File: src/hdl/absu_pkg.sv
// ----------------------------------------------------------------------------
// absu_pkg
// Shared types and constants of the aligned block sub-allocator.
// ----------------------------------------------------------------------------
`default_nettype none

package absu_pkg;

	// default sizing of the block table and of the byte offsets
	localparam int unsigned DEF_MAX_BLOCKS = 16;
	localparam int unsigned DEF_ADDR_BITS  = 32;

	// block size used when the configured size is zero (64 MiB)
	localparam logic [31:0] FALLBACK_BLOCK_SIZE = 32'd67108864;

	// reset value of the default block size register
	localparam logic [31:0] DFLT_SIZE_RESET = 32'd67108864;

	// result status codes
	typedef enum logic [1:0] {
		ST_EXISTING = 2'd0,
		ST_NEW      = 2'd1,
		ST_FULL     = 2'd2
	} status_t;

	// sequencer states
	typedef enum logic [1:0] {
		S_IDLE   = 2'd0,
		S_SCAN   = 2'd1,
		S_COMMIT = 2'd2
	} state_t;

endpackage : absu_pkg

`default_nettype wire

File: src/hdl/absu_table.sv
// ----------------------------------------------------------------------------
// absu_table
// Block table memory: type, capacity and bump offset per slot, one write
// port and one read port with registered read data.
// ----------------------------------------------------------------------------
`default_nettype none

module absu_table
	import absu_pkg::*;
#(
	parameter int unsigned MAX_BLOCKS = DEF_MAX_BLOCKS,
	parameter int unsigned ADDR_BITS  = DEF_ADDR_BITS,
	localparam int unsigned IW = (MAX_BLOCKS > 1) ? $clog2(MAX_BLOCKS) : 1
) (
	input  wire logic                 clk,
	input  wire logic                 wr_en,
	input  wire logic [IW-1:0]        wr_addr,
	input  wire logic [4:0]           wr_type,
	input  wire logic [ADDR_BITS-1:0] wr_cap,
	input  wire logic [ADDR_BITS-1:0] wr_used,
	input  wire logic [IW-1:0]        rd_addr,
	output logic      [4:0]           rd_type_s1,
	output logic      [ADDR_BITS-1:0] rd_cap_s1,
	output logic      [ADDR_BITS-1:0] rd_used_s1
);

	logic [4:0]           type_mem [MAX_BLOCKS];
	logic [ADDR_BITS-1:0] cap_mem  [MAX_BLOCKS];
	logic [ADDR_BITS-1:0] used_mem [MAX_BLOCKS];

	// write port
	always_ff @(posedge clk) begin
		if (wr_en) begin
			type_mem[wr_addr] <= wr_type;
			cap_mem[wr_addr]  <= wr_cap;
			used_mem[wr_addr] <= wr_used;
		end
	end

	// registered read port
	always_ff @(posedge clk) begin
		rd_type_s1 <= type_mem[rd_addr];
		rd_cap_s1  <= cap_mem[rd_addr];
		rd_used_s1 <= used_mem[rd_addr];
	end

endmodule : absu_table

`default_nettype wire

File: src/hdl/aligned_block_suballocator_unit.sv
// ----------------------------------------------------------------------------
// aligned_block_suballocator_unit
// Linear bump sub-allocator with power-of-two alignment over a table of
// blocks; searches newest block first, opens a new block when none fits and one is free.
// ----------------------------------------------------------------------------
//
//  channel  | handshake          | payload
//  ---------+--------------------+----------------------------------------------
//  cfg      | cfg_we             | cfg_wdata (default block size)
//  in       | in_valid/in_stall  | mem_kind, req_size, align_log2
//  out      | out_valid/out_stall| status, block_index, alloc_offset,
//           |                    | new_block_size
//
//  A request holds in_stall while the table is scanned and the result is
//  committed; with an empty table it goes straight to commit, and a fit found
//  earlier in the scan ends the scan sooner.
//  The scan reads one table entry per cycle through the single memory read
//  port; the fit check is a two-stage align / add-compare pipeline behind it.
//  The result sits in an output register; a new request is taken while it
//  waits, and the commit cycle holds until the output register is free.
//  arst_n clears the block count, the sequencer and the output valid, and
//  reloads the default block size.
// ----------------------------------------------------------------------------
`default_nettype none

module aligned_block_suballocator_unit
	import absu_pkg::*;
#(
	parameter int unsigned MAX_BLOCKS = DEF_MAX_BLOCKS,
	parameter int unsigned ADDR_BITS  = DEF_ADDR_BITS
) (
	input  wire logic        clk,
	input  wire logic        arst_n,
	input  wire logic        cfg_we,
	input  wire logic [31:0] cfg_wdata,
	input  wire logic        in_valid,
	output logic             in_stall,
	input  wire logic [4:0]  mem_kind,
	input  wire logic [31:0] req_size,
	input  wire logic [4:0]  align_log2,
	output logic             out_valid,
	input  wire logic        out_stall,
	output logic [1:0]       status,
	output logic [3:0]       block_index,
	output logic [31:0]      alloc_offset,
	output logic [31:0]      new_block_size
);

	localparam int unsigned IW = (MAX_BLOCKS > 1) ? $clog2(MAX_BLOCKS) : 1;
	localparam int unsigned CW = $clog2(MAX_BLOCKS + 1);
	localparam int unsigned FW = ((ADDR_BITS > 32) ? ADDR_BITS : 32) + 2;
	localparam int unsigned XW = ADDR_BITS + 32;

	// control state
	state_t          state_q, state_d;
	logic [CW-1:0]   count_q;
	logic [31:0]     dflt_q;
	logic [CW-1:0]   rd_cnt_q;
	logic [IW-1:0]   rd_ptr_q;
	logic            v_s1, v_s2;
	logic            out_valid_q;

	// request registers
	logic [4:0]           type_q;
	logic [ADDR_BITS-1:0] size_q;
	logic [4:0]           lg_q;

	// scan pipeline
	logic [IW-1:0]        slot_s1, slot_s2;
	logic                 last_s1, last_s2;
	logic [4:0]           rd_type_s1;
	logic [ADDR_BITS-1:0] rd_cap_s1, rd_used_s1;
	logic                 match_s2;
	logic [FW-1:0]        aligned_s2;
	logic [ADDR_BITS-1:0] cap_s2;

	// scan decision
	logic                 hit_q;
	logic [IW-1:0]        slot_q;
	logic [ADDR_BITS-1:0] offset_q, used_new_q, cap_q;

	// output registers
	status_t     status_q;
	logic [3:0]  index_q;
	logic [31:0] offset_out_q, nsz_q;

	// sequencer strobes
	logic accept, scan_end, issue, out_load, tbl_we;

	// datapath nets
	logic [ADDR_BITS-1:0] size_clamp, dflt_clamp, new_cap;
	logic [XW-1:0]        size_wide, dflt_wide, addr_max_wide;
	logic [31:0]          dflt_eff;
	logic [FW-1:0]        amask, used_fw, size_fw, cap_fw, sum_s2;
	logic                 fit;
	logic                 full;
	logic [CW-1:0]        cnt_m1;
	logic [IW-1:0]        wr_addr;
	logic [4:0]           wr_type;
	logic [ADDR_BITS-1:0] wr_cap, wr_used;
	logic [IW+3:0]        slot_x, count_x;
	logic [XW-1:0]        offset_x, cap_x;

	// saturate the request size and the default size to the offset range
	always_comb begin
		addr_max_wide = {32'd0, {ADDR_BITS{1'b1}}};
		size_wide     = {{ADDR_BITS{1'b0}}, req_size};
		dflt_eff      = (dflt_q == 32'd0) ? FALLBACK_BLOCK_SIZE : dflt_q;
		dflt_wide     = {{ADDR_BITS{1'b0}}, dflt_eff};
		size_clamp    = (size_wide > addr_max_wide) ? {ADDR_BITS{1'b1}}
		                                            : size_wide[ADDR_BITS-1:0];
		dflt_clamp    = (dflt_wide > addr_max_wide) ? {ADDR_BITS{1'b1}}
		                                            : dflt_wide[ADDR_BITS-1:0];
		new_cap       = (size_q > dflt_clamp) ? size_q : dflt_clamp;
	end

	// fit arithmetic, widened so that nothing wraps
	always_comb begin
		amask   = ({{(FW-1){1'b0}}, 1'b1} << lg_q) - {{(FW-1){1'b0}}, 1'b1};
		used_fw = {{(FW-ADDR_BITS){1'b0}}, rd_used_s1};
		size_fw = {{(FW-ADDR_BITS){1'b0}}, size_q};
		cap_fw  = {{(FW-ADDR_BITS){1'b0}}, cap_s2};
		sum_s2  = aligned_s2 + size_fw;
		fit     = match_s2 && (sum_s2 <= cap_fw);
	end

	assign full   = (count_q == CW'(MAX_BLOCKS));
	assign cnt_m1 = count_q - CW'(1);

	// next state
	always_comb begin
		state_d = state_q;
		case (state_q)
			S_IDLE: begin
				if (in_valid) begin
					state_d = (count_q == '0) ? S_COMMIT : S_SCAN;
				end
			end
			S_SCAN: begin
				if (v_s2 && (fit || last_s2)) begin
					state_d = S_COMMIT;
				end
			end
			S_COMMIT: begin
				if (!out_valid_q || !out_stall) begin
					state_d = S_IDLE;
				end
			end
			default: state_d = S_IDLE;
		endcase
	end

	// sequencer outputs
	always_comb begin
		in_stall = (state_q != S_IDLE);
		accept   = in_valid && (state_q == S_IDLE);
		scan_end = (state_q == S_SCAN) && v_s2 && (fit || last_s2);
		issue    = (state_q == S_SCAN) && !scan_end && (rd_cnt_q != '0);
		out_load = (state_q == S_COMMIT) && (!out_valid_q || !out_stall);
		tbl_we   = out_load && (hit_q || !full);
	end

	// table write: bump offset on a hit, whole entry when opening a block
	always_comb begin
		if (hit_q) begin
			wr_addr = slot_q;
			wr_type = type_q;
			wr_cap  = cap_q;
			wr_used = used_new_q;
		end else begin
			wr_addr = count_q[IW-1:0];
			wr_type = type_q;
			wr_cap  = new_cap;
			wr_used = size_q;
		end
	end

	absu_table #(
		.MAX_BLOCKS (MAX_BLOCKS),
		.ADDR_BITS  (ADDR_BITS)
	) u_table (
		.clk        (clk),
		.wr_en      (tbl_we),
		.wr_addr    (wr_addr),
		.wr_type    (wr_type),
		.wr_cap     (wr_cap),
		.wr_used    (wr_used),
		.rd_addr    (rd_ptr_q),
		.rd_type_s1 (rd_type_s1),
		.rd_cap_s1  (rd_cap_s1),
		.rd_used_s1 (rd_used_s1)
	);

	// state, block count and configuration
	always_ff @(posedge clk or negedge arst_n) begin
		if (!arst_n) begin
			state_q <= S_IDLE;
			count_q <= '0;
			dflt_q  <= DFLT_SIZE_RESET;
		end else begin
			state_q <= state_d;
			if (cfg_we) begin
				dflt_q <= cfg_wdata;
			end
			if (out_load && !hit_q && !full) begin
				count_q <= count_q + CW'(1);
			end
		end
	end

	// scan pointer and stage valids, newest slot first
	always_ff @(posedge clk or negedge arst_n) begin
		if (!arst_n) begin
			rd_cnt_q <= '0;
			rd_ptr_q <= '0;
			v_s1     <= 1'b0;
			v_s2     <= 1'b0;
		end else begin
			if (accept) begin
				rd_cnt_q <= count_q;
				rd_ptr_q <= cnt_m1[IW-1:0];
			end else if (issue) begin
				rd_cnt_q <= rd_cnt_q - CW'(1);
				rd_ptr_q <= rd_ptr_q - IW'(1);
			end
			v_s1 <= issue;
			v_s2 <= v_s1 && (state_q == S_SCAN) && !scan_end;
		end
	end

	// request capture
	always_ff @(posedge clk) begin
		if (accept) begin
			type_q <= mem_kind;
			size_q <= size_clamp;
			lg_q   <= align_log2;
		end
	end

	// align stage
	always_ff @(posedge clk) begin
		slot_s1    <= rd_ptr_q;
		last_s1    <= (rd_cnt_q == CW'(1));
		slot_s2    <= slot_s1;
		last_s2    <= last_s1;
		match_s2   <= (rd_type_s1 == type_q);
		aligned_s2 <= (used_fw + amask) & ~amask;
		cap_s2     <= rd_cap_s1;
	end

	// scan decision
	always_ff @(posedge clk or negedge arst_n) begin
		if (!arst_n) begin
			hit_q <= 1'b0;
		end else if (accept) begin
			hit_q <= 1'b0;
		end else if (scan_end) begin
			hit_q <= fit;
		end
	end

	always_ff @(posedge clk) begin
		if (scan_end && fit) begin
			slot_q     <= slot_s2;
			offset_q   <= aligned_s2[ADDR_BITS-1:0];
			used_new_q <= sum_s2[ADDR_BITS-1:0];
			cap_q      <= cap_s2;
		end
	end

	// result fields narrowed to port widths
	always_comb begin
		slot_x   = {4'd0, slot_q};
		count_x  = {4'd0, count_q[IW-1:0]};
		offset_x = {32'd0, offset_q};
		cap_x    = {32'd0, new_cap};
	end

	// output register
	always_ff @(posedge clk or negedge arst_n) begin
		if (!arst_n) begin
			out_valid_q <= 1'b0;
		end else if (out_load) begin
			out_valid_q <= 1'b1;
		end else if (!out_stall) begin
			out_valid_q <= 1'b0;
		end
	end

	always_ff @(posedge clk) begin
		if (out_load) begin
			if (hit_q) begin
				status_q     <= ST_EXISTING;
				index_q      <= slot_x[3:0];
				offset_out_q <= offset_x[31:0];
				nsz_q        <= 32'd0;
			end else if (full) begin
				status_q     <= ST_FULL;
				index_q      <= 4'd0;
				offset_out_q <= 32'd0;
				nsz_q        <= 32'd0;
			end else begin
				status_q     <= ST_NEW;
				index_q      <= count_x[3:0];
				offset_out_q <= 32'd0;
				nsz_q        <= cap_x[31:0];
			end
		end
	end

	assign out_valid      = out_valid_q;
	assign status         = status_q;
	assign block_index    = index_q;
	assign alloc_offset   = offset_out_q;
	assign new_block_size = nsz_q;

endmodule : aligned_block_suballocator_unit

`default_nettype wire

File: config.mk
export PLATFORM = sky130hd
export DESIGN_NAME = aligned_block_suballocator_unit
export DESIGN_NICKNAME = d
export VERILOG_FILES = /design/src/hdl/absu_pkg.sv /design/src/hdl/absu_table.sv /design/src/hdl/aligned_block_suballocator_unit.sv
export SDC_FILE = /design/constraint.sdc
export NUM_CORES = 1
export LEC_CHECK = 0
export BUFFER_PORTS_ARGS = -buffer_cell sky130_fd_sc_hd__buf_2
export CAP_MARGIN = 20
export CORE_MARGIN = 2
export CORE_UTILIZATION = 65
export DETAILED_ROUTE_END_ITERATION = 7
export PLACE_DENSITY = 0.82
export SYNTH_ARGS = -nofsm -noshare
export SYNTH_HDL_FRONTEND = slang
export SYNTH_SLANG_ARGS = --single-unit
File: constraint.sdc
create_clock -name clk -period 22.1 [get_ports clk]
set_input_delay 1.105 -clock clk [delete_from_list [all_inputs] [get_ports clk]]
set_output_delay 1.105 -clock clk [all_outputs]
set_load 0.1 [all_outputs]
==> qor.csv, run 1 <==
metric;value;unit
status;finished, final reports clean;
GRT Util Overall;0.334;
Max clock buf depth;3;
period utilization;0.308;
Clock Pin Slew Worst Setup and Hold Paths;0.06;ns
worst hold path class;flip-flop to flip-flop;
Skew-Pair Late Insertion Delay;0.76;ns
gp weighted congestion;1.02;
hold path depth;0;
Worst setup SP type;flip-flop;
Hold Violations, Final;0;
Total Power;8.83;mW
Setup CP Type;flip-flop to flip-flop;
first-pass GRT wire length;222000;um
FP Rows;111;
vias;32600;
postcts setup bufs;0;
RSZ-0062 raised after global routing;false;
core box area;0.0917;sq mm
# fillers;5049;
initial antenna violation count;7;
vias in the first global route;32500;
Setup Skew;0.0357;ns
CP Launch Point;size_q[0]$_DFFE_PP_;
R2R Path Start;size_q[0]$_DFFE_PP_;
cell count after synthesis;3182;
pin count of the biggest net entering global routing;111;
drt pass-1 iters;6;
Lkg Pwr;23.4;nW
die area;0.0948;sq mm
PortBufs;150;
commonest cells after routing, fill and taps aside;edfxtp_1, mux4_2, clkbuf_16;
most common cell after layout, fill and taps aside;edfxtp_1;
Nets;3646;
final WL;154000;um
Tmin final;6.80;ns
FMAX;147;MHz
Post-DRT Antenna Nets;0;
Area growth syn-to-layout;12.8;%
asr flop ratio synth;0.0343;
CTS resizes;0;
Synth Cell Area;0.0600;sq mm
hold path start;slot_s1[0]$_DFF_P_;
Netlist cell types;77;
sequential area share after synthesis;0.729;
actual slew at the worst max-slew pin;1.23;ns
crit-path max FO;56;
post-DR vias/cell;6.86;
die height;308;um
CTS Root Cell;clkbuf_16;
I/O pins;151;
CP arrival;7.18;ns
drt initial violations;4754;
Fin Setup TNS;0;ns
Max-slew headroom;0.154;
PD cells;130;mW/mm^2
GRT overflow;0;
Pins Over Slew Limit;0;
max-capacitance violation count;0;
EDFF count, synth;1316;
Die X;308;um
Syn. warnings;0;
crit path capture type;flip-flop;
Yosys reg bits;1514;
CTS tree;yes;
syn_area_per_cell;18.9;sq um
Num CTS Buffers;148;
hold_buf cts;0;
Routed wire per std cell;32.6;um
DR DRC count;0;
share of cells above drive strength 1;0.249;
final setup vio count;0;
hpwl dp;88800;um
initial core utilization;0.655;
worst reg2reg path depth;21;
Post-synth top flop;edfxtp_1;
H-tree Lvls;4;
Worst VDD drop;0.0884;mV
Sink Count;1514;
Req. time, crit path;22.47;ns
==> state kept, by name, summed over array words and instances (netlist names), 5 cells and up <==
register            count
offset_q               32
count_q                 5
new_block_size         32
dflt_q                 32
lg_q                    5
alloc_offset           32
size_q                 32
u_table.rd_type_s1      5
u_table.cap_mem       512
aligned_s2             34
cap_q                  32
u_table.type_mem       80
rd_cnt_q                5
cap_s2                 32
u_table.rd_cap_s1      32
used_new_q             32
u_table.used_mem      512
type_q                  5
u_table.rd_used_s1     32
==> per-layer routing <==
| layer | vias up | global-route usage | routed length, um |
|---|---|---|---|
| li1 | 13200 | - | - |
| met1 | 16700 | 0.466 | 57000 |
| met2 | 2202 | 0.518 | 73700 |
| met3 | 388 | 0.0759 | 17100 |
| met4 | 8 | 0.140 | 6640 |
| met5 | - | 0 | 51 |
==> synth_stat cells (51+ instances only) <==
cell	number	area, sq um
o21ai_0	85	425
mux2i_1	68	681
edfxtp_1	1316	39500
ha_1	134	1680
nor2_1	146	548
clkbuf_1	90	338
dfxtp_1	146	2920
dfrtp_1	51	1280
mux4_2	345	7770
a21oi_1	77	385
inv_1	135	507
nand2_1	96	360
==> worst max-delay path: stages (launching register included) <==
cell,delay (ns)
edfxtp_1,0.41
ha_1,0.26
fa_1,0.43
a21o_1,0.24
a221oi_4,0.32
nand2_2,0.11
a2111oi_2,0.37
nor2_1,0.20
a221o_1,0.37
a21oi_1,0.21
o21a_1,0.21
xnor2_1,0.10
ha_1,0.31
nand4_1,0.13
nor4_1,0.39
nand3_1,0.19
nor4_1,0.33
a31oi_1,0.10
o21a_1,0.20
nor4_2,0.28
buf_4,0.47
buf_4,0.72
==> report_power, final <==
| group | internal (mW) | total (mW) | switching [mW] |
|---|---|---|---|
| logic | 1.11 | 2.44 | 1.33 |
| clock network | 1.56 | 2.64 | 1.08 |
| registers | 3.50 | 3.75 | 0.244 |
| total | 6.17 | 8.83 | 2.66 |
==> cell type report <==
| type | instances | area [sq um] | area share |
|---|---|---|---|
| Antenna cell | 1 | 2.50 | 0.0000370 |
| Clock buffer | 195 | 4110 | 0.0606 |
| Clock inverter | 80 | 1020 | 0.0150 |
| Inverter | 136 | 512 | 0.00756 |
| Multi-Input combinational cell | 1403 | 15400 | 0.228 |
| Sequential cell | 1514 | 43800 | 0.646 |
| Tap cell | 1186 | 1480 | 0.0219 |
| Timing Repair Buffer | 228 | 1380 | 0.0204 |
==> path summary, 6_finish.rpt <==
check	to	slack, ns
min in group asynchronous	count_q[3]$_DFFE_PN0P_	0.50
hold reg to reg	slot_s2[0]$_DFF_P_	0.33
hold / removal	slot_s2[0]$_DFF_P_	0.33
max in group asynchronous	rd_ptr_q[2]$_DFFE_PN0P_	21.03
setup / recovery	offset_q[30]$_DFFE_PP_	15.30
setup reg to reg	offset_q[30]$_DFFE_PP_	15.30
==> stage by stage <==
stage	area (sq um)	instances	util	setup slack (ns)	hold slack, ns
after floorplan	60000	3183	-	7.67	0.310
after global placement	62300	4440	0.680	15.56	0.311
after detailed placement	62300	4440	0.680	15.42	0.313
after CTS	67500	4715	0.736	15.38	0.327
after global routing	67700	4742	0.739	14.91	0.331
final	67700	4743	0.739	15.30	0.327
==> cells by family (layout without fill, tap and decap cells) <==
family                     count (synthesis)  count (layout)  share of synthesized area
DFF                                     1514            1514                      0.729
and+or+nand+nor                          450             450                     0.0364
buffers and inverters                    266             639                     0.0168
xor gates and xnor gates                  56              56                    0.00817
other                                      1               3                  0.0000625
muxes                                    448             448                      0.147
adders and majority gates                136             136                     0.0286
AOI/OAI and AO/OA                        311             311                     0.0340
Note: power is estimated with default switching activity, not from simulation.
==> run 2, diff against run 1 <==
--- a/config.mk
+++ b/config.mk
@@ -8,9 +8,9 @@
 export BUFFER_PORTS_ARGS = -buffer_cell sky130_fd_sc_hd__buf_2
 export CAP_MARGIN = 20
 export CORE_MARGIN = 2
-export CORE_UTILIZATION = 65
+export CORE_UTILIZATION = 62
 export DETAILED_ROUTE_END_ITERATION = 7
-export PLACE_DENSITY = 0.82
+export PLACE_DENSITY = 0.79
 export SYNTH_ARGS = -nofsm -noshare
 export SYNTH_HDL_FRONTEND = slang
 export SYNTH_SLANG_ARGS = --single-unit
==> constraint.sdc (replaced) <==
create_clock -name clk -period 6.52 [get_ports clk]
set_input_delay 0.326 -clock clk [delete_from_list [all_inputs] [get_ports clk]]
set_output_delay 0.326 -clock clk [all_outputs]
set_load 0.1 [all_outputs]
==> run 2 against run 1 <==
Effect of this change:
- sequential share of layout area down 0.88 points
- setup slack worse by 15 ns
- utilization down 2.6 points
- combinational power rose to 3.4 times the previous value
- worst hold slack worse by 0.10 ns
- clock power rose to 3.3 times the previous value
- total power rose to 3.4 times the previous value
- global-route usage down 1.3 points
- critical endpoint is now rd_cnt_q[4]$_DFFE_PN0P_
- highest routed layer unchanged
==> qor.csv, run 2 (synthesis results as in run 1) <==
metric;value;unit;change
Tmin final;6.05;ns;was 6.80 ns
Die X;315;um;was 308 um
max-capacitance violation count;0;;unchanged
share of cells above drive strength 1;0.245;;was 0.249
Lkg Pwr;23.7;nW;was 23.4 nW
biggest regs;u_table.cap_mem x512, u_table.used_mem x512, u_table.type_mem x80;;unchanged
hpwl dp;89200;um;was 88800 um
Total Power;29.7;mW;was 8.83 mW
met3 wire len;15800;um;was 17100 um
H-tree Lvls;4;;unchanged
drt initial violations;4525;;was 4754
Setup Skew;0.0271;ns;was 0.0357 ns
most common cell after layout, fill and taps aside;edfxtp_1;;unchanged
post-DR vias/cell;6.65;;was 6.86
Nets;3726;;was 3646
CP arrival;6.71;ns;was 7.18 ns
CTS tree;yes;;unchanged
Hold Violations, Final;0;;unchanged
commonest cells after routing, fill and taps aside;edfxtp_1, mux4_2, clkbuf_16;;unchanged
FP Rows;114;;was 111
actual slew at the worst max-slew pin;1.15;ns;was 1.23 ns
Skew-Pair Late Insertion Delay;0.78;ns;was 0.76 ns
status;finished, final reports clean;;unchanged
WL met1;59600;um;was 57000 um
Area growth syn-to-layout;14.3;%;was 12.8%
CTS Root Cell;clkbuf_16;;unchanged
die height;315;um;was 308 um
Num CTS Buffers;149;;was 148
final setup vio count;0;;unchanged
GRT Util Overall;0.321;;was 0.334
GRT overflow;0;;unchanged
FMAX;165;MHz;was 147 MHz
PD cells;433;mW/mm^2;was 130 mW/mm^2
worst reg2reg path depth;22;;was 21
core box area;0.0963;sq mm;was 0.0917 sq mm
DR DRC count;0;;unchanged
fin worst setup slack;0.465;ns;was 15.30 ns
# fillers;5635;;was 5049
period utilization;0.929;;was 0.308
initial antenna violation count;9;;was 7
gp weighted congestion;0.966;;was 1.02
R2R Path Start;size_q[0]$_DFFE_PP_;;unchanged
crit path capture type;flip-flop;;unchanged
Req. time, crit path;7.18;ns;was 22.47 ns
Routed wire per std cell;31.8;um;was 32.6 um
Top Metal Used;met5;;unchanged
initial core utilization;0.624;;was 0.655
die area;0.0993;sq mm;was 0.0948 sq mm
crit-path max FO;15;;was 56
Worst VDD drop;0.427;mV;was 0.0884 mV
PortBufs;150;;unchanged
Sink Count;1514;;unchanged
first-pass GRT wire length;224000;um;was 222000 um
Post-DRT Antenna Nets;0;;unchanged
Place WS;0.322;ns;was 15.42 ns
drt pass-1 iters;7;;was 6
Max clock buf depth;3;;unchanged
Pins Over Slew Limit;0;;unchanged
vias;32700;;was 32600
Max-slew headroom;0.213;;was 0.154
worst hold path class;primary input to asynchronous set/reset pin;;was flip-flop to flip-flop
final design utilization;0.713;;was 0.739
Clock Pin Slew Worst Setup and Hold Paths;0.06;ns;about the same
CTS resizes;0;;unchanged
Reg2Reg Setup Slack;0.47;ns;was 15.30 ns
Setup CP Type;flip-flop to flip-flop;;unchanged
RSZ-0062 raised after global routing;false;;unchanged
vias in the first global route;32400;;was 32500
final WL;156000;um;was 154000 um
I/O pins;151;;unchanged
Worst setup SP type;flip-flop;;unchanged
CP Launch Point;size_q[0]$_DFFE_PP_;;unchanged
pin count of the biggest net entering global routing;133;;was 111
met2 wire len;75200;um;was 73700 um
==> run 2: critical path: stages, from the launching register on <==
cell and delay [ns]:
edfxtp_1 0.43, ha_2 0.22, fa_2 0.35, a21o_1 0.22, a221oi_4 0.36, nand2_2 0.13
a2111oi_4 0.40, nor2_2 0.14, a221o_1 0.34, a21oi_2 0.17, o21a_1 0.19, xnor2_1 0.12
ha_1 0.32, nand4_1 0.18, nor4_2 0.43, nand3_1 0.19, a31oi_1 0.21, o21a_2 0.23
a2111oi_4 0.05, buf_4 0.19, a211oi_4 0.55, mux2i_1 0.18, a221o_1 0.33
==> run 2: final cells by class <==
type	count	area, sq um	share of cell area
antenna	1	2.50	0.0000365
inverter	136	512	0.00746
sequential	1514	43800	0.638
clock inverter	68	743	0.0108
timing repair buffer	307	2270	0.0330
multi-input combinational	1403	15500	0.225
clock buffer	208	4280	0.0623
tap	1276	1600	0.0233
==> run 2: final timing paths <==
| kind | end |
|---|---|
| max in group asynchronous | rd_ptr_q[1]$_DFFE_PN0P_ |
| hold / removal | count_q[2]$_DFFE_PN0P_ |
| setup reg to reg | rd_cnt_q[4]$_DFFE_PN0P_ |
| setup / recovery | rd_cnt_q[4]$_DFFE_PN0P_ |
| hold reg to reg | slot_s2[2]$_DFF_P_ |
| min in group clk | dflt_q[14]$_DFFE_PN0P_ |
==> run 2: per-layer routing <==
layer	vias to the layer above	global-route usage
li1	13400	-
met1	16900	0.458
met2	2081	0.503
met3	321	0.0592
met4	2	0.117
met5	-	0
==> run 2: per-stage QoR <==
stage | setup TNS, ns | hold WS, ns | area, sq um | cells
detailed placement | 0 | 0.312 | 62700 | 4544
floorplan | -116.84 | 0.0304 | 60100 | 3183
finish | 0 | 0.226 | 68600 | 4913
CTS | 0 | 0.181 | 68500 | 4897
global route | 0 | 0.232 | 68600 | 4912
global placement | 0 | 0.310 | 62700 | 4544
==> run 2: timing repair <==
action	CTS	global route
endpoints found under the hold margin	127	0
hold buffers	77	0
endpoints found under the setup margin	0	4
buffers inserted	0	1
==> run 2: where the power goes <==
| part | leakage (nW) | switching, mW | internal (mW) |
|---|---|---|---|
| Sequential | 13.7 | 0.785 | 11.9 |
| Combinational | 7.50 | 4.52 | 3.79 |
| Clock | 2.45 | 3.62 | 5.12 |
| Total | 23.7 | 8.93 | 20.8 |
